[src/hdl/ring_buffer_deque_macros.svh]
// Assertion macros shared by the ring buffer deque RTL.
`ifndef RING_BUFFER_DEQUE_MACROS_SVH
`define RING_BUFFER_DEQUE_MACROS_SVH

// Same-cycle implication, disabled while reset is low.
`define RBD_ASSERT_NOW(lbl, clk, rst_n, ante, cons, msg) \
  lbl: assert property (@(posedge clk) disable iff (!rst_n) (ante) |-> (cons)) \
    else $error(msg);

// Next-cycle implication, disabled while reset is low.
`define RBD_ASSERT_NEXT(lbl, clk, rst_n, ante, cons, msg) \
  lbl: assert property (@(posedge clk) disable iff (!rst_n) (ante) |=> (cons)) \
    else $error(msg);

`endif

[src/hdl/rbd_pkg.sv]
// Package for the ring buffer deque: widths, codes and state type.
package rbd_pkg;

  localparam int RBD_DEPTH = 16;
  localparam int DATA_W    = 32;
  localparam int CMD_W     = 2;
  localparam int STAT_W    = 2;
  localparam int OCC_W     = 5;

  localparam logic [CMD_W-1:0] CMD_PUSH_TAIL = 2'd0;
  localparam logic [CMD_W-1:0] CMD_PUSH_HEAD = 2'd1;
  localparam logic [CMD_W-1:0] CMD_POP       = 2'd2;

  localparam logic [STAT_W-1:0] STAT_DONE  = 2'd0;
  localparam logic [STAT_W-1:0] STAT_FULL  = 2'd1;
  localparam logic [STAT_W-1:0] STAT_EMPTY = 2'd2;

  localparam logic signed [DATA_W-1:0] EMPTY_POP_VALUE = {DATA_W{1'b1}};

  typedef enum logic {
    S_IDLE,
    S_POP
  } rbd_state_t;

endpackage

[src/hdl/rbd_if.sv]
// Handshake interfaces for the deque command and result channels.
interface rbd_cmd_if
  import rbd_pkg::*;
();
  logic                     valid;
  logic                     ready;
  logic [CMD_W-1:0]         cmd;
  logic signed [DATA_W-1:0] push_value;

  modport source (output valid, output cmd, output push_value, input ready);
  modport sink   (input valid, input cmd, input push_value, output ready);
endinterface

interface rbd_res_if
  import rbd_pkg::*;
();
  logic                     valid;
  logic                     ready;
  logic signed [DATA_W-1:0] pop_value;
  logic [STAT_W-1:0]        status;
  logic                     is_full;
  logic                     is_empty;
  logic [OCC_W-1:0]         occupancy;

  modport source (output valid, output pop_value, output status, output is_full,
                  output is_empty, output occupancy, input ready);
  modport sink   (input valid, input pop_value, input status, input is_full,
                  input is_empty, input occupancy, output ready);
endinterface

[src/hdl/rbd_slot_ram.sv]
// Slot storage: one write port, one read port with registered read data.
module rbd_slot_ram
  import rbd_pkg::*;
#(
  parameter int DEPTH  = RBD_DEPTH,
  parameter int ADDR_W = $clog2(RBD_DEPTH)
) (
  input  logic                     clk,
  input  logic                     wr_en,
  input  logic [ADDR_W-1:0]        wr_addr,
  input  logic signed [DATA_W-1:0] wr_data,
  input  logic                     rd_en,
  input  logic [ADDR_W-1:0]        rd_addr,
  output logic signed [DATA_W-1:0] rd_data
);

  logic signed [DATA_W-1:0] mem [DEPTH];
  logic signed [DATA_W-1:0] rd_data_r;

  always_ff @(posedge clk) begin
    if (wr_en) begin
      mem[wr_addr] <= wr_data;
    end
  end

  always_ff @(posedge clk) begin
    if (rd_en) begin
      rd_data_r <= mem[rd_addr];
    end
  end

  assign rd_data = rd_data_r;

endmodule

[src/hdl/ring_buffer_deque.sv]
// Top level of the ring buffer deque: pointers, occupancy and result register.
// A circular deque of DEPTH signed 32-bit words held in a one-port-read,
// one-port-write slot memory with registered read data. Pushes at tail or
// head and rejected commands finish in S_IDLE; a pop that finds data goes on
// to S_POP, where the slot memory read data is loaded as the result. Every
// command yields one result item, held in an output register; a new command
// is taken in S_IDLE once that register is free or being emptied in the same
// cycle. Slots need no clearing after reset: the block is ready once rst_n rises.
module ring_buffer_deque
  import rbd_pkg::*;
#(
  parameter int DEPTH = RBD_DEPTH
) (
  input  logic  clk,
  input  logic  rst_n,
  rbd_cmd_if.sink   in_if,
  rbd_res_if.source out_if
);

`include "ring_buffer_deque_macros.svh"

  localparam int PTR_W = $clog2(DEPTH);
  localparam int CNT_W = $clog2(DEPTH + 1);

  localparam logic [PTR_W-1:0] PTR_LAST  = PTR_W'(DEPTH - 1);
  localparam logic [CNT_W-1:0] CNT_DEPTH = CNT_W'(DEPTH);

  rbd_state_t state_r, state_nxt;
  logic [PTR_W-1:0] head_r, head_nxt;
  logic [PTR_W-1:0] tail_r, tail_nxt;
  logic [CNT_W-1:0] count_r, count_nxt;

  logic                     out_valid_r, out_valid_nxt;
  logic signed [DATA_W-1:0] out_pop_value_r;
  logic [STAT_W-1:0]        out_status_r;
  logic                     out_is_full_r;
  logic                     out_is_empty_r;
  logic [OCC_W-1:0]         out_occupancy_r;

  logic                     in_ready;
  logic                     accept;
  logic                     buf_full;
  logic                     buf_empty;
  logic                     res_load;
  logic signed [DATA_W-1:0] res_pop_value;
  logic [STAT_W-1:0]        res_status;
  logic [OCC_W+CNT_W-1:0]   occ_ext;

  logic                     wr_en;
  logic [PTR_W-1:0]         wr_addr;
  logic                     rd_en;
  logic signed [DATA_W-1:0] rd_data;

  rbd_slot_ram #(
    .DEPTH  (DEPTH),
    .ADDR_W (PTR_W)
  ) u_slot_ram (
    .clk     (clk),
    .wr_en   (wr_en),
    .wr_addr (wr_addr),
    .wr_data (in_if.push_value),
    .rd_en   (rd_en),
    .rd_addr (head_r),
    .rd_data (rd_data)
  );

  assign in_ready    = (state_r == S_IDLE) && (!out_valid_r || out_if.ready);
  assign accept      = in_if.valid && in_ready;
  assign in_if.ready = in_ready;
  assign buf_full    = (count_r == CNT_DEPTH);
  assign buf_empty   = (count_r == '0);

  always_comb begin
    state_nxt     = state_r;
    head_nxt      = head_r;
    tail_nxt      = tail_r;
    count_nxt     = count_r;
    wr_en         = 1'b0;
    wr_addr       = tail_r;
    rd_en         = 1'b0;
    res_load      = 1'b0;
    res_pop_value = '0;
    res_status    = STAT_DONE;

    unique case (state_r)
      S_IDLE: begin
        if (accept) begin
          res_load = 1'b1;
          unique case (in_if.cmd)
            CMD_PUSH_TAIL: begin
              if (buf_full) begin
                res_status = STAT_FULL;
              end else begin
                tail_nxt  = (tail_r == PTR_LAST) ? '0 : tail_r + 1'b1;
                wr_en     = 1'b1;
                wr_addr   = tail_nxt;
                count_nxt = count_r + 1'b1;
              end
            end
            CMD_PUSH_HEAD: begin
              if (buf_full) begin
                res_status = STAT_FULL;
              end else begin
                head_nxt  = (head_r == '0) ? PTR_LAST : head_r - 1'b1;
                wr_en     = 1'b1;
                wr_addr   = head_nxt;
                count_nxt = count_r + 1'b1;
              end
            end
            CMD_POP: begin
              if (buf_empty) begin
                res_status    = STAT_EMPTY;
                res_pop_value = EMPTY_POP_VALUE;
              end else begin
                res_load  = 1'b0;
                rd_en     = 1'b1;
                head_nxt  = (head_r == PTR_LAST) ? '0 : head_r + 1'b1;
                count_nxt = count_r - 1'b1;
                state_nxt = S_POP;
              end
            end
            default: begin
            end
          endcase
        end
      end
      S_POP: begin
        res_load      = 1'b1;
        res_pop_value = rd_data;
        state_nxt     = S_IDLE;
      end
      default: begin
        state_nxt = S_IDLE;
      end
    endcase

    if (res_load) begin
      out_valid_nxt = 1'b1;
    end else if (out_if.ready) begin
      out_valid_nxt = 1'b0;
    end else begin
      out_valid_nxt = out_valid_r;
    end
  end

  assign occ_ext = {{OCC_W{1'b0}}, count_nxt};

  always_ff @(posedge clk) begin
    if (!rst_n) begin
      state_r     <= S_IDLE;
      head_r      <= '0;
      tail_r      <= PTR_LAST;
      count_r     <= '0;
      out_valid_r <= 1'b0;
    end else begin
      state_r     <= state_nxt;
      head_r      <= head_nxt;
      tail_r      <= tail_nxt;
      count_r     <= count_nxt;
      out_valid_r <= out_valid_nxt;
    end
  end

  always_ff @(posedge clk) begin
    if (res_load) begin
      out_pop_value_r <= res_pop_value;
      out_status_r    <= res_status;
      out_is_full_r   <= (count_nxt == CNT_DEPTH);
      out_is_empty_r  <= (count_nxt == '0);
      out_occupancy_r <= occ_ext[OCC_W-1:0];
    end
  end

  assign out_if.valid     = out_valid_r;
  assign out_if.pop_value = out_pop_value_r;
  assign out_if.status    = out_status_r;
  assign out_if.is_full   = out_is_full_r;
  assign out_if.is_empty  = out_is_empty_r;
  assign out_if.occupancy = out_occupancy_r;

  `RBD_ASSERT_NOW(a_count_bound, clk, rst_n, 1'b1, count_r <= CNT_DEPTH, "count above depth")
  `RBD_ASSERT_NOW(a_no_take_in_pop, clk, rst_n, state_r == S_POP, !in_if.ready, "ready during pop read")
  `RBD_ASSERT_NEXT(a_pop_reads, clk, rst_n, accept && in_if.cmd == CMD_POP && !buf_empty, state_r == S_POP && out_valid_r == 1'b0, "pop did not start read")
  `RBD_ASSERT_NEXT(a_full_push_holds, clk, rst_n, accept && in_if.cmd != CMD_POP && buf_full, $stable(count_r) && $stable(head_r) && $stable(tail_r), "rejected push moved state")
  `RBD_ASSERT_NOW(a_flags_excl, clk, rst_n, out_valid_r, !(out_is_full_r && out_is_empty_r), "full and empty together")

endmodule
[src/flat_wrapper.sv]
// flat-port wrapper written by rule: the top's interface ports become plain ports
module ring_buffer_deque_flat import rbd_pkg::*;
#(
  parameter int DEPTH = RBD_DEPTH
)
  (clk, rst_n, in_if_valid, in_if_cmd, in_if_push_value, in_if_ready, out_if_valid, out_if_pop_value, out_if_status, out_if_is_full, out_if_is_empty, out_if_occupancy, out_if_ready);
  rbd_cmd_if in_if_i ();
  rbd_res_if out_if_i ();
  input  logic clk;
  input  logic rst_n;
  input wire logic [$bits(in_if_i.valid)-1:0] in_if_valid;
  input wire logic [$bits(in_if_i.cmd)-1:0] in_if_cmd;
  input wire logic [$bits(in_if_i.push_value)-1:0] in_if_push_value;
  output wire logic [$bits(in_if_i.ready)-1:0] in_if_ready;
  output wire logic [$bits(out_if_i.valid)-1:0] out_if_valid;
  output wire logic [$bits(out_if_i.pop_value)-1:0] out_if_pop_value;
  output wire logic [$bits(out_if_i.status)-1:0] out_if_status;
  output wire logic [$bits(out_if_i.is_full)-1:0] out_if_is_full;
  output wire logic [$bits(out_if_i.is_empty)-1:0] out_if_is_empty;
  output wire logic [$bits(out_if_i.occupancy)-1:0] out_if_occupancy;
  input wire logic [$bits(out_if_i.ready)-1:0] out_if_ready;
  assign in_if_i.valid = in_if_valid;
  assign in_if_i.cmd = in_if_cmd;
  assign in_if_i.push_value = in_if_push_value;
  assign in_if_ready = in_if_i.ready;
  assign out_if_valid = out_if_i.valid;
  assign out_if_pop_value = out_if_i.pop_value;
  assign out_if_status = out_if_i.status;
  assign out_if_is_full = out_if_i.is_full;
  assign out_if_is_empty = out_if_i.is_empty;
  assign out_if_occupancy = out_if_i.occupancy;
  assign out_if_i.ready = out_if_ready;
  ring_buffer_deque #(.DEPTH(DEPTH)) u_core (.clk(clk), .rst_n(rst_n), .in_if(in_if_i), .out_if(out_if_i));
endmodule
[config.mk]
export PLATFORM = sky130hd
export DESIGN_NAME = ring_buffer_deque_flat
export DESIGN_NICKNAME = d
export VERILOG_FILES = /design/src/hdl/rbd_pkg.sv /design/src/hdl/rbd_if.sv /design/src/hdl/rbd_slot_ram.sv /design/src/hdl/ring_buffer_deque.sv /design/src/flat_wrapper.sv
export VERILOG_INCLUDE_DIRS = /design/src /design/src/hdl
export SDC_FILE = /design/constraint.sdc
export NUM_CORES = 1
export LEC_CHECK = 0
export BUFFER_PORTS_ARGS = -buffer_cell sky130_fd_sc_hd__buf_2
export CAP_MARGIN = 5
export CORE_UTILIZATION = 55
export DETAILED_ROUTE_END_ITERATION = 7
export GPL_ROUTABILITY_DRIVEN = 0
export PLACE_DENSITY = 0.71
export REMOVE_ABC_BUFFERS = 1
export SETUP_SLACK_MARGIN = 0.05
export SYNTH_ARGS = -nofsm -noshare
export SYNTH_HDL_FRONTEND = slang
export SYNTH_SLANG_ARGS = --single-unit
[constraint.sdc]
create_clock -name clk -period 5.97 [get_ports clk]
set_input_delay 0.8955 -clock clk [delete_from_list [all_inputs] [get_ports clk]]
set_output_delay 0.8955 -clock clk [all_outputs]
set_load 0.02 [all_outputs]
# Word-level counts from Yosys, hierarchy flattened
# Memory sizes are Yosys's and may differ from the RTL's. A register that Yosys moved wholly into a read port is not among the register bits.
# Index checks and enable logic that the tools add are counted.
# op_classes
addsub	5
n_mul	0
n_div	0
n_lt_le_gt_ge	0
eq_ne	8
n_shift	0
muxes	40
n_bitwise	2
n_reduce_logical	14
# op_table
cell	n
32-bit 2-to-1 mux	3
32-bit one-hot mux with 2 select lines	1
4-bit 2-to-1 mux	9
5-bit 2-to-1 mux	4
1-bit 2-to-1 mux	16
4-bit one-hot mux with 2 select lines	2
5-bit equality test, second input constant	2
5-bit logical NOT	2
5-bit one-hot mux with 2 select lines	1
4-bit by 1-bit adder with 4-bit output, second input constant	2
4-bit equality test, second input constant	2
5-bit by 1-bit adder with 5-bit output, second input constant	1
5-bit AND reduction	1
5-bit by 1-bit subtractor with 5-bit output, second input constant	1
4-bit logical NOT	1
2-bit inequality test, second input constant	2
1-bit one-hot mux with 2 select lines	2
2-bit one-hot mux with 2 select lines	1
2-bit nonzero test	2
2-bit OR reduction	2
4-bit by 1-bit subtractor with 4-bit output, second input constant	1
3-bit AND reduction	1
2-bit by 1-bit equality test with 1-bit output, second input constant	1
2-bit equality test, second input constant	1
other kinds (6)	8
# totals
ff_bits	56
latch_bits	0
mem_bits_rw	512
romBits	0
inputBits	38
word_cells	80
n_memories	1
# memory_table
memory	words	width	read_ports	rd_clocked_by_memory_dff	wr	line_no	text
u_core.u_slot_ram.mem	16	32	1	1	1	rbd_slot_ram.sv:17	logic signed [DATA_W-1:0] mem [DEPTH];

# Longest topological paths before layout
# Gate-level depths: netlist of the first run.
# depth
ltp_word	8
mapped_depth	9
depth_no_buf	7

# Cells and area by module
# Synthesis of the first run repeated with hierarchy kept, for this count alone.
# unflattened
cells_unflattened	1112
area_unflattened_um2	22932.0
# modules_own_cells
module	instances	cells_each	area_each_um2
rbd_slot_ram	1	838	20155.6
ring_buffer_deque	1	274	2776.4

# Least setup slack after synthesis of the first run
# OpenSTA, ideal clock, no wires.
# synth_timing
path_kind	in2reg
startpoint	input port in_if_cmd[0]
endpoint	memory u_core.u_slot_ram.mem[3][0] (enable)
setup_ns	0.461
arrival_ns	4.399
required_time_ns	5.509
setup_slack_ns	1.110
cell_stages	8
path_buffers	1
path_cell_list	inv_1 -> ha_1 -> clkbuf_1 -> or2_2 -> nand3_1 -> o2bb2ai_1 -> or3_1 -> nor3_1
# synth_via
elab_chain_cells	7
# synth_rtl
item	line_no	text
start: declaration	flat_wrapper.sv:12	input wire logic [$bits(in_if_i.cmd)-1:0] in_if_cmd;
2-bit by 1-bit equality test with 1-bit output or 2-bit logical NOT (tied branches)	ring_buffer_deque.sv:89	unique case (in_if.cmd)
2-bit OR reduction (no line)	--	
1-bit 2-to-1 mux	--	
1-bit 2-to-1 mux	ring_buffer_deque.sv:87	if (accept) begin
1-bit 2-to-1 mux	ring_buffer_deque.sv:85	unique case (state_r)
1-bit 2-to-1 mux	rbd_slot_ram.sv:21	if (wr_en) begin
1-bit 2-to-1 mux (implied by the code)	rbd_slot_ram.sv:22	mem[wr_addr] <= wr_data;
end: declaration	rbd_slot_ram.sv:17	
# Several ways; a longest one is shown, not always the timed one.

# Worst setup path after layout of the first run
# layout_timing
startpoint	register u_core.head_r[0]
endpoint	memory u_core.u_slot_ram.mem[6][12] (enable)
# layout_via
elab_chain_cells	6
# layout_rtl
item	line_no	text
start: declaration	ring_buffer_deque.sv:29	logic [PTR_W-1:0] head_r, head_nxt;
start signal: assignment	ring_buffer_deque.sv:157	head_r <= head_nxt;
4-bit by 1-bit subtractor with 4-bit output or 4-bit logical NOT (tied branches)	ring_buffer_deque.sv:104	head_nxt = (head_r == '0) ? PTR_LAST : head_r - 1'b1;
4-bit 2-to-1 mux *	ring_buffer_deque.sv:104	
4-bit 2-to-1 mux *	ring_buffer_deque.sv:101	if (buf_full) begin
4-bit one-hot mux with 2 select lines *	ring_buffer_deque.sv:89	
4-bit 2-to-1 mux *	ring_buffer_deque.sv:87	
4-bit 2-to-1 mux *	ring_buffer_deque.sv:85	
# Mark *: on every way between the ends. The rest lies on a longest branch, timed or not.

==> results.yml, run 1 <==
sta:
  setup_viol: 0
  worstMarginPinSlew_ps: 1090
  max_slew_margin: 0.274
  finClkSkew_ps: 18.6
  maxSlewViolCount: 0
  finalHoldViolations: 0
  finalCriticalPeriod_ps: 3930
  max_freq_mhz: 254
  tns_ps: 0
  rsz0062_at_grt: "no"
  period_share: 0.658
cts:
  cts_made_buffers: 57
  clk_pin_slew_worst_paths_ps: 60
  cts_tree: "yes"
  cts_setup_buffers: 0
  holdBufCountCts: 0
  clockBufferDepth: 3
  cts_sinks: 600
  htree_levels: 2
  clkLatencyLatePin_ps: 620
  cts_root_buffer: "clkbuf_16"
  ctsResizeCount: 0
worst_setup_path:
  cp-end-kind: "flop"
  path_max_fanout: 48
  cp.required_ps: 6250
  cp_data_arrival_time_ps: 4210
  cp-start-kind: "flop"
  rr_worst_depth: 8
  r2r_end: "u_core.u_slot_ram.mem[6][12]$_DFFE_PP_"
  reg2reg_from: "u_core.head_r[0]$_SDFFE_PN0P_"
  worstSetupPathType: "flop to flop"
  r2r_slack_ps: 2040
synthesis:
  synth_ff_type: "edfxtp_1"
  netlist-cell-type-count: 64
  syn_area_per_cell_um2: 19.5
  synth-edff-count: 585
  synthArstFlopShare: 0
  yosys.area.top_type_share: 0.751
  synthTopCellsByArea: "edfxtp_1 75%, mux4_2 12%, nand2_1 2.3%, dfxtp_1 1.3%, a211oi_1 1.0%"
  netlist_area_um2: 23400
  seq_area_frac_synth: 0.764
  ys_ff_latch: 600
  synthCells: 1202
  yosys_warnings: 0
  yosys.area.top_type: "edfxtp_1"
drt:
  first_iter_violations: 1176
  num_vias: 11544
  drc_errors: 0
  drtPass1Iterations: 6
  routedWlPerCell_um: 25.0
  drt-total-wl_mm: 47.0
  viasPerCell: 6.14
  antenna_left: 0
final_layout:
  fillCellCount: 2838
  multi_input_area_um2: 5270
  nets: 1342
  layout-drive-gt1-share: 0.265
  seq_area_um2: 17900
  synthToLayoutAreaGrowth_pct: 12.5
  post-route-util: 0.628
  diodes: 0
  layout_commonest_cell: "edfxtp_1"
  layout_common_cells: "585 x edfxtp_1, 141 x nand2_1, 129 x mux4_2, 80 x buf_2, 57 x clkbuf_16"
hold_path:
  hold_depth: 2
  hp-class: "flop to flop"
  worstHoldStart: "u_core.u_slot_ram.rd_data[22]$_DFFE_PP_"
  min_to: "u_core.out_if.pop_value[22]$_DFFE_PP_"
global_routing:
  overflow: 0
  met3_usage: 0.0386
  track_usage: 0.224
  grtUsageMet1: 0.324
  first_global_vias: 11710
  grt_max_degree: 64
  busiest_layer: "met2"
  grt_pass1_wl_mm: 71.6
  grtUsageMet2: 0.354
  antenna_found_initial: 0
power:
  power_frac_clock: 0.401
  p_per_area_nw_per_um2: 344
  leakage_nw: 8.49
  p_switching_w: 0.00198
  power_frac_seq: 0.529
  swShare: 0.219
  internal_power_w: 0.00707
  irDropWorstVdd_uv: 252
  pwr-share-comb: 0.069
floorplanning:
  initial_core_util: 0.558
  rows: 75
  die_w_um: 208
  die-area_um2: 43400
  fp.coreArea_um2: 41900
  num_io_pins: 81
  die_h_um: 208
placed_design:
  portBuffers: 80
  dp_hpwl_mm: 24.7
outcome:
  run_status: "completed"
flow_run:
  cap_violations: 0
[metal layers]
layer  up-vias  share of wire  wire (um)
met3        73          0.069       3230
met1      6003           0.42      19900
met2       416           0.49      22800
met4         2          0.020        955
met5         -         0.0011         54
li1       5050              -          -
[cell usage after synthesis, types with 2 or more instances]
master / number
nand4_1: 2
buf_6: 4
o31ai_1: 5
nor2_1: 23
nand2_1: 141
or3b_1: 2
clkbuf_1: 39
a31oi_1: 36
a211oi_1: 32
o21ai_0: 5
mux2i_1: 5
dfxtp_1: 15
o21ai_1: 2
nor3_1: 13
nand2b_1: 3
xnor2_1: 2
ha_1: 9
mux4_2: 129
and2b_1: 2
o211ai_1: 2
buf_1: 2
or4_1: 2
or3_1: 2
buf_4: 2
nor3_2: 3
nor4b_1: 2
o22ai_1: 2
nor4_1: 3
inv_1: 13
buf_2: 22
xor2_1: 3
nand3_1: 14
a21oi_1: 10
edfxtp_1: 585
and2_1: 37
[through the flow]
stage          setup WS, ps  cells  hold WS [ps]  total power (W)  area (um^2)
3_3_place_gp           1960   1775           501          0.00550        24400
2_1_floorplan         -4100   1133           496          0.00531        23100
4_1_cts                1930   1881           517          0.00911        26300
5_1_grt                1710   1881           530          0.00931        26300
3_5_place_dp           1920   1775           503          0.00551        24400
6_report               2040   1881           516          0.00905        26300
[cell type report]
cell class              count  share of cell area
well taps                 539              0.0256
clock buffers              64              0.0552
inverters                  14             0.00200
multi-input cells         519               0.200
repair buffers            103              0.0218
flip-flops and latches    600               0.679
clock inverters            42              0.0163
[sequential cells by signal, indices dropped and copies added, names as in the netlist]
name                       cells
u_core.out_if.valid            1
u_core.u_slot_ram.mem        512
u_core.out_if.status           2
u_core.out_if.pop_value       32
u_core.state_r                 1
u_core.u_slot_ram.rd_data     32
u_core.out_if.is_full          1
u_core.count_r                 5
u_core.head_r                  4
u_core.out_if.occupancy        5
u_core.tail_r                  4
u_core.out_if.is_empty         1
[power groups by stage]
stage	sequential, W	combinational (W)	clock, W
finish	0.00479	0.000626	0.00363
global route	0.00480	0.000680	0.00383
CTS	0.00479	0.000634	0.00368
detailed placement	0.00488	0.000632	0
global placement	0.00488	0.000624	0
floorplan	0.00493	0.000382	0
[critical path, stage by stage, from the launching register on]
cell and delay (ps):
dfxtp_4 960, inv_1 200, ha_1 330, o21ba_2 250, o31ai_1 70, and3_4 250
or4b_4 610, nor2_4 500, buf_4 430
[cell families after synthesis]
kind of cell | after synthesis | synth area share
fa+ha+maj | 9 | 0.00481
flops | 600 | 0.764
compound gates | 113 | 0.0340
xor+xnor | 5 | 0.00187
mux | 134 | 0.126
buf+inv | 83 | 0.0161
simple gates | 258 | 0.0534
[worst max path at each step]
| stage | cells past startpoint | start | to | slack [ps] |
|---|---|---|---|---|
| final | 8 | u_core.head_r[0]$_SDFFE_PN0P_ | u_core.u_slot_ram.mem[6][12]$_DFFE_PP_ | 2040 |
| after global routing | 7 | u_core.head_r[0]$_SDFFE_PN0P_ | u_core.u_slot_ram.mem[4][23]$_DFFE_PP_ | 1710 |
| after CTS | 7 | u_core.head_r[0]$_SDFFE_PN0P_ | u_core.u_slot_ram.mem[5][15]$_DFFE_PP_ | 1930 |
| after detailed placement | 9 | in_if_cmd[0] | u_core.u_slot_ram.mem[14][27]$_DFFE_PP_ | 1920 |
| after global placement | 7 | u_core.head_r[0]$_SDFFE_PN0P_ | u_core.u_slot_ram.mem[4][5]$_DFFE_PP_ | 1960 |
| after floorplan | 7 | u_core.head_r[0]$_SDFFE_PN0P_ | u_core.u_slot_ram.mem[3][0]$_DFFE_PP_ | -4100 |
(Power assumes the default switching activity.)
==> run 2, diff against run 1 <==
--- a/config.mk
+++ b/config.mk
@@ -6,6 +6,7 @@
 export SDC_FILE = /design/constraint.sdc
 export NUM_CORES = 1
 export LEC_CHECK = 0
+export ABC_AREA = 1
 export BUFFER_PORTS_ARGS = -buffer_cell sky130_fd_sc_hd__buf_2
 export CAP_MARGIN = 5
 export CORE_UTILIZATION = 55
==> constraint.sdc (replaced) <==
create_clock -name clk -period 4.1 [get_ports clk]
set_input_delay 0.615 -clock clk [delete_from_list [all_inputs] [get_ports clk]]
set_output_delay 0.615 -clock clk [all_outputs]
set_load 0.02 [all_outputs]
==> run 2 against run 1 <==
Non-clock buffer count rose by 20. Clock skew shrank 2.6 ps. Global-route usage is 3.8 points higher. Worst hold slack worse by 220 ps. Critical path type unchanged.
==> results.yml, run 2 <==
worst_setup_path:
  cp-start-kind: "flop"
  r2r_slack_ps: 1070
  critical-path-slowest-cell: "buf_4"
  worstSetupPathType: "flop to flop"
  path_max_fanout: 108
  critPathMaxStageDelay_ps: 860
  reg2reg_from: "u_core.head_r[0]$_SDFFE_PN0P_"
  cp-end-kind: "flop"
  worstPathCellList: "inv_6 -> buf_4 -> buf_4 -> o21ai_0 -> o221ai_1 -> o211ai_1 -> nand3_1"
  r2r_end: "u_core.u_slot_ram.rd_data[22]$_DFFE_PP_"
  path_buf_inv: 3
  crit_top_cell: "buf_4"
  cp.required_ps: 4570
  critPathTopFamily: "buffers and inverters"
  rr_worst_depth: 7
  cp_data_arrival_time_ps: 3510
sta:
  period_share: 0.739
  fin_ws_ps: 1070
  finalCriticalPeriod_ps: 3030
  rsz0062_at_grt: "no"
  max_freq_mhz: 330
  maxSlewViolCount: 0
  worstMarginPinSlew_ps: 1170
  setup_viol: 0
  tns_ps: 0
  finClkSkew_ps: 16.1
  finalHoldViolations: 0
  max_slew_margin: 0.219
cts:
  cts_tree: "yes"
  ctsResizeCount: 0
  cts_setup_buffers: 0
  clk_pin_slew_worst_paths_ps: 60
  clockBufferDepth: 3
  holdBufCountCts: 0
  htree_levels: 2
  cts_sinks: 600
  clkLatencyLatePin_ps: 610
  cts_root_buffer: "clkbuf_16"
  cts_made_buffers: 57
drt:
  routedWlPerCell_um: 23.4
  viasPerCell: 6.22
  antenna_left: 0
  drt-total-wl_mm: 56.6
  first_iter_violations: 1855
  num_vias: 15044
  drtPass1Iterations: 5
  drc_errors: 0
final_layout:
  layout_commonest_cell: "edfxtp_1"
  regMostFlops: "u_core.u_slot_ram.mem"
  layout-drive-gt1-share: 0.135
  nets: 1884
  layout_common_cells: "585 x edfxtp_1, 275 x nor2_1, 257 x o21ai_0, 181 x nand2_1, 82 x nand3_1"
  largest_reg_flops: 512
  synthToLayoutAreaGrowth_pct: 12.5
floorplanning:
  initial_core_util: 0.560
  die-area_um2: 43700
  fp.coreArea_um2: 42100
  die_h_um: 209
  die_w_um: 209
  rows: 75
  num_io_pins: 81
global_routing:
  busiest_layer: "met2"
  met3_usage: 0.0395
  antenna_found_initial: 3
  track_usage: 0.262
  overflow: 0
  grt_max_degree: 261
  first_global_vias: 14607
  grtUsageMet2: 0.418
  grt_pass1_wl_mm: 85.6
  grtUsageMet1: 0.361
power:
  irDropWorstVdd_uv: 413
  leakage_nw: 8.99
  p_per_area_nw_per_um2: 498
synthesis:
  synth-edff-count: 585
  netlist_area_um2: 23600
  yosys_warnings: 0
  synthArstFlopShare: 0
  synthCells: 1769
  synthTopCellsByArea: "edfxtp_1 75%, o21ai_0 5.5%, nor2_1 4.6%, nand2_1 2.9%, o221ai_1 2.2%"
  ys_top_cells_by_count: "585 x edfxtp_1, 292 x nor2_1, 257 x o21ai_0, 182 x nand2_1, 82 x nand3_1"
  yosys.area.top_type_share: 0.745
  seq_area_frac_synth: 0.758
  ys_ff_latch: 600
  yosys.area.top_type: "edfxtp_1"
  synth_ff_type: "edfxtp_1"
  netlist-cell-type-count: 40
  synth_most_common_cell: "edfxtp_1"
  syn_area_per_cell_um2: 13.3
placed_design:
  portBuffers: 80
  dp_slack_ps: 1060
  dp_hpwl_mm: 29.3
hold_path:
  hp-class: "input port to flop"
  worstHoldStart: "rst_n"
  min_to: "u_core.tail_r[1]$_SDFFE_PN1P_"
  hold_depth: 2
flow_run:
  cap_violations: 0
outcome:
  run_status: "completed"
## run 2: changes by cell type after synthesis, moves of 12 or more
cell      previous run  this run
o221ai_1             1        58
o22ai_1              2        70
and2_1              37         0
a31oi_1             36         0
nor3_1              13         1
o21ai_0              5       257
nand3_1             14        82
a211oi_1            32         1
nand2_1            141       182
nor2_1              23       292
buf_2               22        37
mux4_2             129         0
inv_1               13        29
clkbuf_1            39        65
## run 2: kinds of logic (layout without fill, tap and decap cells)
logic type | after synthesis | after routing | synth area share
other cells | 0 | 1 | 0
simple gates | 585 | 585 | 0.103
buf+inv | 152 | 263 | 0.0281
compound gates | 418 | 418 | 0.104
xor+xnor | 5 | 5 | 0.00186
flops | 600 | 600 | 0.758
fa+ha+maj | 9 | 9 | 0.00478
## run 2: cell type report
class / instances / area, um^2
Antenna cell: 1 / 2.50
Clock buffer: 79 / 1540
Clock inverter: 23 / 245
Fill cell: 3033 / 15600
Inverter: 38 / 153
Multi-Input combinational cell: 1017 / 5180
Sequential cell: 600 / 17900
Tap cell: 539 / 674
Timing Repair Buffer: 123 / 861
## run 2: how the worst max path moves through the flow
stage	from	to	slack (ps)	cells after the start
floorplan	u_core.head_r[0]$_SDFFE_PN0P_	u_core.u_slot_ram.mem[0][0]$_DFFE_PP_	-6530	9
global placement	in_if_cmd[0]	u_core.u_slot_ram.mem[15][10]$_DFFE_PP_	1090	13
detailed placement	in_if_cmd[0]	u_core.u_slot_ram.mem[15][10]$_DFFE_PP_	1060	13
CTS	u_core.head_r[0]$_SDFFE_PN0P_	u_core.u_slot_ram.rd_data[10]$_DFFE_PP_	1120	7
global route	u_core.head_r[0]$_SDFFE_PN0P_	u_core.u_slot_ram.rd_data[22]$_DFFE_PP_	870	7
finish	u_core.head_r[0]$_SDFFE_PN0P_	u_core.u_slot_ram.rd_data[22]$_DFFE_PP_	1070	7
## run 2: where the power goes
| part | internal (W) | switching [W] |
|---|---|---|
| registers | 0.00687 | 0.0000479 |
| clock network | 0.00292 | 0.00216 |
| logic | 0.000336 | 0.000883 |
## run 2: through the flow
step | hold WS [ps] | power (W) | area, um^2 | utilization | instances
5_1_grt | 293 | 0.0136 | 26500 | 0.630 | 2419
2_1_floorplan | 496 | 0.00780 | 23100 | - | 1655
3_3_place_gp | 500 | 0.00821 | 24700 | 0.587 | 2317
3_5_place_dp | 503 | 0.00825 | 24700 | 0.587 | 2317
6_report | 296 | 0.0132 | 26500 | 0.630 | 2420
4_1_cts | 265 | 0.0133 | 26500 | 0.630 | 2419
## run 2: layer usage
layer,part of all wire,vias up
met1,0.41,7413
met2,0.47,787
met3,0.086,143
li1,-,6695
met4,0.035,6
met5,0.00060,-
## run 2: worst reg2reg max path: stages, from the launching register on
cell and delay, ps:
dfxtp_4 360, inv_6 60, buf_4 770, buf_4 930, o21ai_0 300, o221ai_1 260, o211ai_1 130, nand3_1 100
==> run 3, diff against run 2 <==
==> constraint.sdc (replaced) <==
create_clock -name clk -period 3.1 [get_ports clk]
set_input_delay 0.465 -clock clk [delete_from_list [all_inputs] [get_ports clk]]
set_output_delay 0.465 -clock clk [all_outputs]
set_load 0.02 [all_outputs]
==> run 3 against run 2 <==
Critical path depth rose by 2. Largest cell class unchanged. Design area rose by 1.1%. Sequential share of layout area fell by 0.71 points. Register-to-register slack got worse by 650 ps. Via count fell by 1.4%. Critical path type unchanged. Worst hold slack got worse by 130 ps. Clock skew rose by 2.1 ps. First-iteration DRC count fell by 0.38%. Sequential power rose by 32%. Die area did not move.
==> results.yml, run 3 (synthesized netlist as in run 2, its figures left out) <==
final_layout:
  synthToLayoutAreaGrowth_pct: 13.7
  multi_input_area_um2: 5180
  final_area_um2: 26800
  layout-drive-gt1-share: 0.142
  diodes: 0
  seq_area_um2: 17900
  nets: 1892
  regMostFlops: "u_core.u_slot_ram.mem"
  fillCellCount: 3004
  layout_common_cells: "585 x edfxtp_1, 275 x nor2_1, 257 x o21ai_0, 181 x nand2_1, 82 x nand3_1"
  largest_reg_flops: 512
  layout_commonest_cell: "edfxtp_1"
global_routing:
  track_usage: 0.260
  grt_pass1_wl_mm: 85.2
  antenna_found_initial: 2
  first_global_vias: 14453
  grt_max_degree: 260
  overflow: 0
drt:
  routedWlPerCell_um: 23.0
  first_iter_violations: 1848
  drt-total-wl_mm: 55.9
  drtPass1Iterations: 5
  viasPerCell: 6.10
  antenna_left: 0
  num_vias: 14837
  drc_errors: 0
floorplanning:
  initial_core_util: 0.560
  die_h_um: 209
  rows: 75
  fp.coreArea_um2: 42100
  num_io_pins: 81
  die_w_um: 209
  die-area_um2: 43700
worst_setup_path:
  cp-end-kind: "flop"
  critical-path-slowest-cell: "dfxtp_1"
  crit_start: "u_core.count_r[0]$_SDFF_PN0_"
  worstPathCellList: "inv_1 -> ha_1 -> nand3_2 -> nand2_1 -> nand2_1 -> a21oi_2 -> nand2_1 -> nor2_4 -> buf_4"
  path_max_fanout: 15
  cp-start-kind: "flop"
  crit_top_cell: "nand2_1"
  worstSetupPathType: "flop to flop"
  critPathMaxStageDelay_ps: 360
  cp.required_ps: 3380
  cp_data_arrival_time_ps: 2960
  path_buf_inv: 2
  reg2reg_from: "u_core.count_r[0]$_SDFF_PN0_"
  critPathTopFamily: "simple AND/OR/NAND/NOR gates"
cts:
  cts_made_buffers: 58
  cts_sinks: 600
  holdBufCountCts: 0
  ctsResizeCount: 0
  clkLatencyLatePin_ps: 610
  cts_setup_buffers: 0
  htree_levels: 2
  clockBufferDepth: 3
  clk_pin_slew_worst_paths_ps: 60
  cts_tree: "yes"
  cts_root_buffer: "clkbuf_16"
power:
  p_per_area_nw_per_um2: 665
  leakage_nw: 9.13
  power_frac_seq: 0.512
  internal_power_w: 0.0137
  finalPower_w: 0.0178
  power_frac_clock: 0.395
  p_switching_w: 0.00416
  irDropWorstVdd_uv: 520
  pwr-share-comb: 0.092
  swShare: 0.233
sta:
  max_slew_margin: 0.220
  finalHoldViolations: 0
  fin_hold_ws_ps: 165
  period_share: 0.866
  finalCriticalPeriod_ps: 2690
  maxSlewViolCount: 0
  rsz0062_at_grt: "no"
  worstMarginPinSlew_ps: 1170
  finClkSkew_ps: 18.1
  fin_ws_ps: 414
  setup_viol: 0
  max_freq_mhz: 372
outcome:
  run_status: "completed"
hold_path:
  hp-class: "input port to flop"
  worstHoldStart: "rst_n"
placed_design:
  portBuffers: 80
  placed_cell_area_um2: 24900
  dp_slack_ps: 411
  dp_hpwl_mm: 28.3
flow_run:
  cap_violations: 0
==> run 3: cell types whose count changed in the layout (fill, tap and decap cells not counted), sizes merged <==
cell,delta
diode,-1
buf,+7
clkbuf,-13
bufinv,+3
clkinvlp,-3
clkinv,+19
==> run 3: worst paths after layout <==
path	to	slack, ps	cells past startpoint
worst min register to register	u_core.out_if.pop_value[9]$_DFFE_PP_	520	2
worst min-delay path	u_core.tail_r[3]$_SDFFE_PN1P_	160	2
worst max register to register	u_core.u_slot_ram.mem[13][16]$_DFFE_PP_	410	9
worst max-delay path	u_core.u_slot_ram.mem[13][16]$_DFFE_PP_	410	9
==> run 3: layer usage <==
metal | share of wire | up-vias | global-route usage
li1 | - | 6721 | -
met1 | 0.42 | 7275 | 0.365
met2 | 0.47 | 707 | 0.413
met3 | 0.083 | 130 | 0.0386
met4 | 0.031 | 4 | 0.105
met5 | 0.00039 | - | 0
==> run 3: power groups by stage <==
stage	clock network, W	logic, W	registers [W]
final	0.00705	0.00164	0.00913
after global routing	0.00741	0.00181	0.00914
after global placement	0	0.00160	0.00930
after detailed placement	0	0.00164	0.00930
after floorplan	0	0.000836	0.00948
after CTS	0.00712	0.00164	0.00913
==> run 3: final cells by class <==
cell class	instances	share of cell area
Clock buffer	66	0.0560
Clock inverter	42	0.0150
Inverter	38	0.00569
Multi-Input combinational cell	1017	0.193
Sequential cell	600	0.667
Tap cell	539	0.0252
Timing Repair Buffer	130	0.0383
==> run 3: per-stage QoR <==
stage	cells	setup TNS, ps	utilization
floorplan	1655	-4003170	-
global placement	2324	0	0.591
detailed placement	2324	0	0.591
CTS	2432	0	0.636
global route	2432	0	0.636
finish	2432	0	0.636
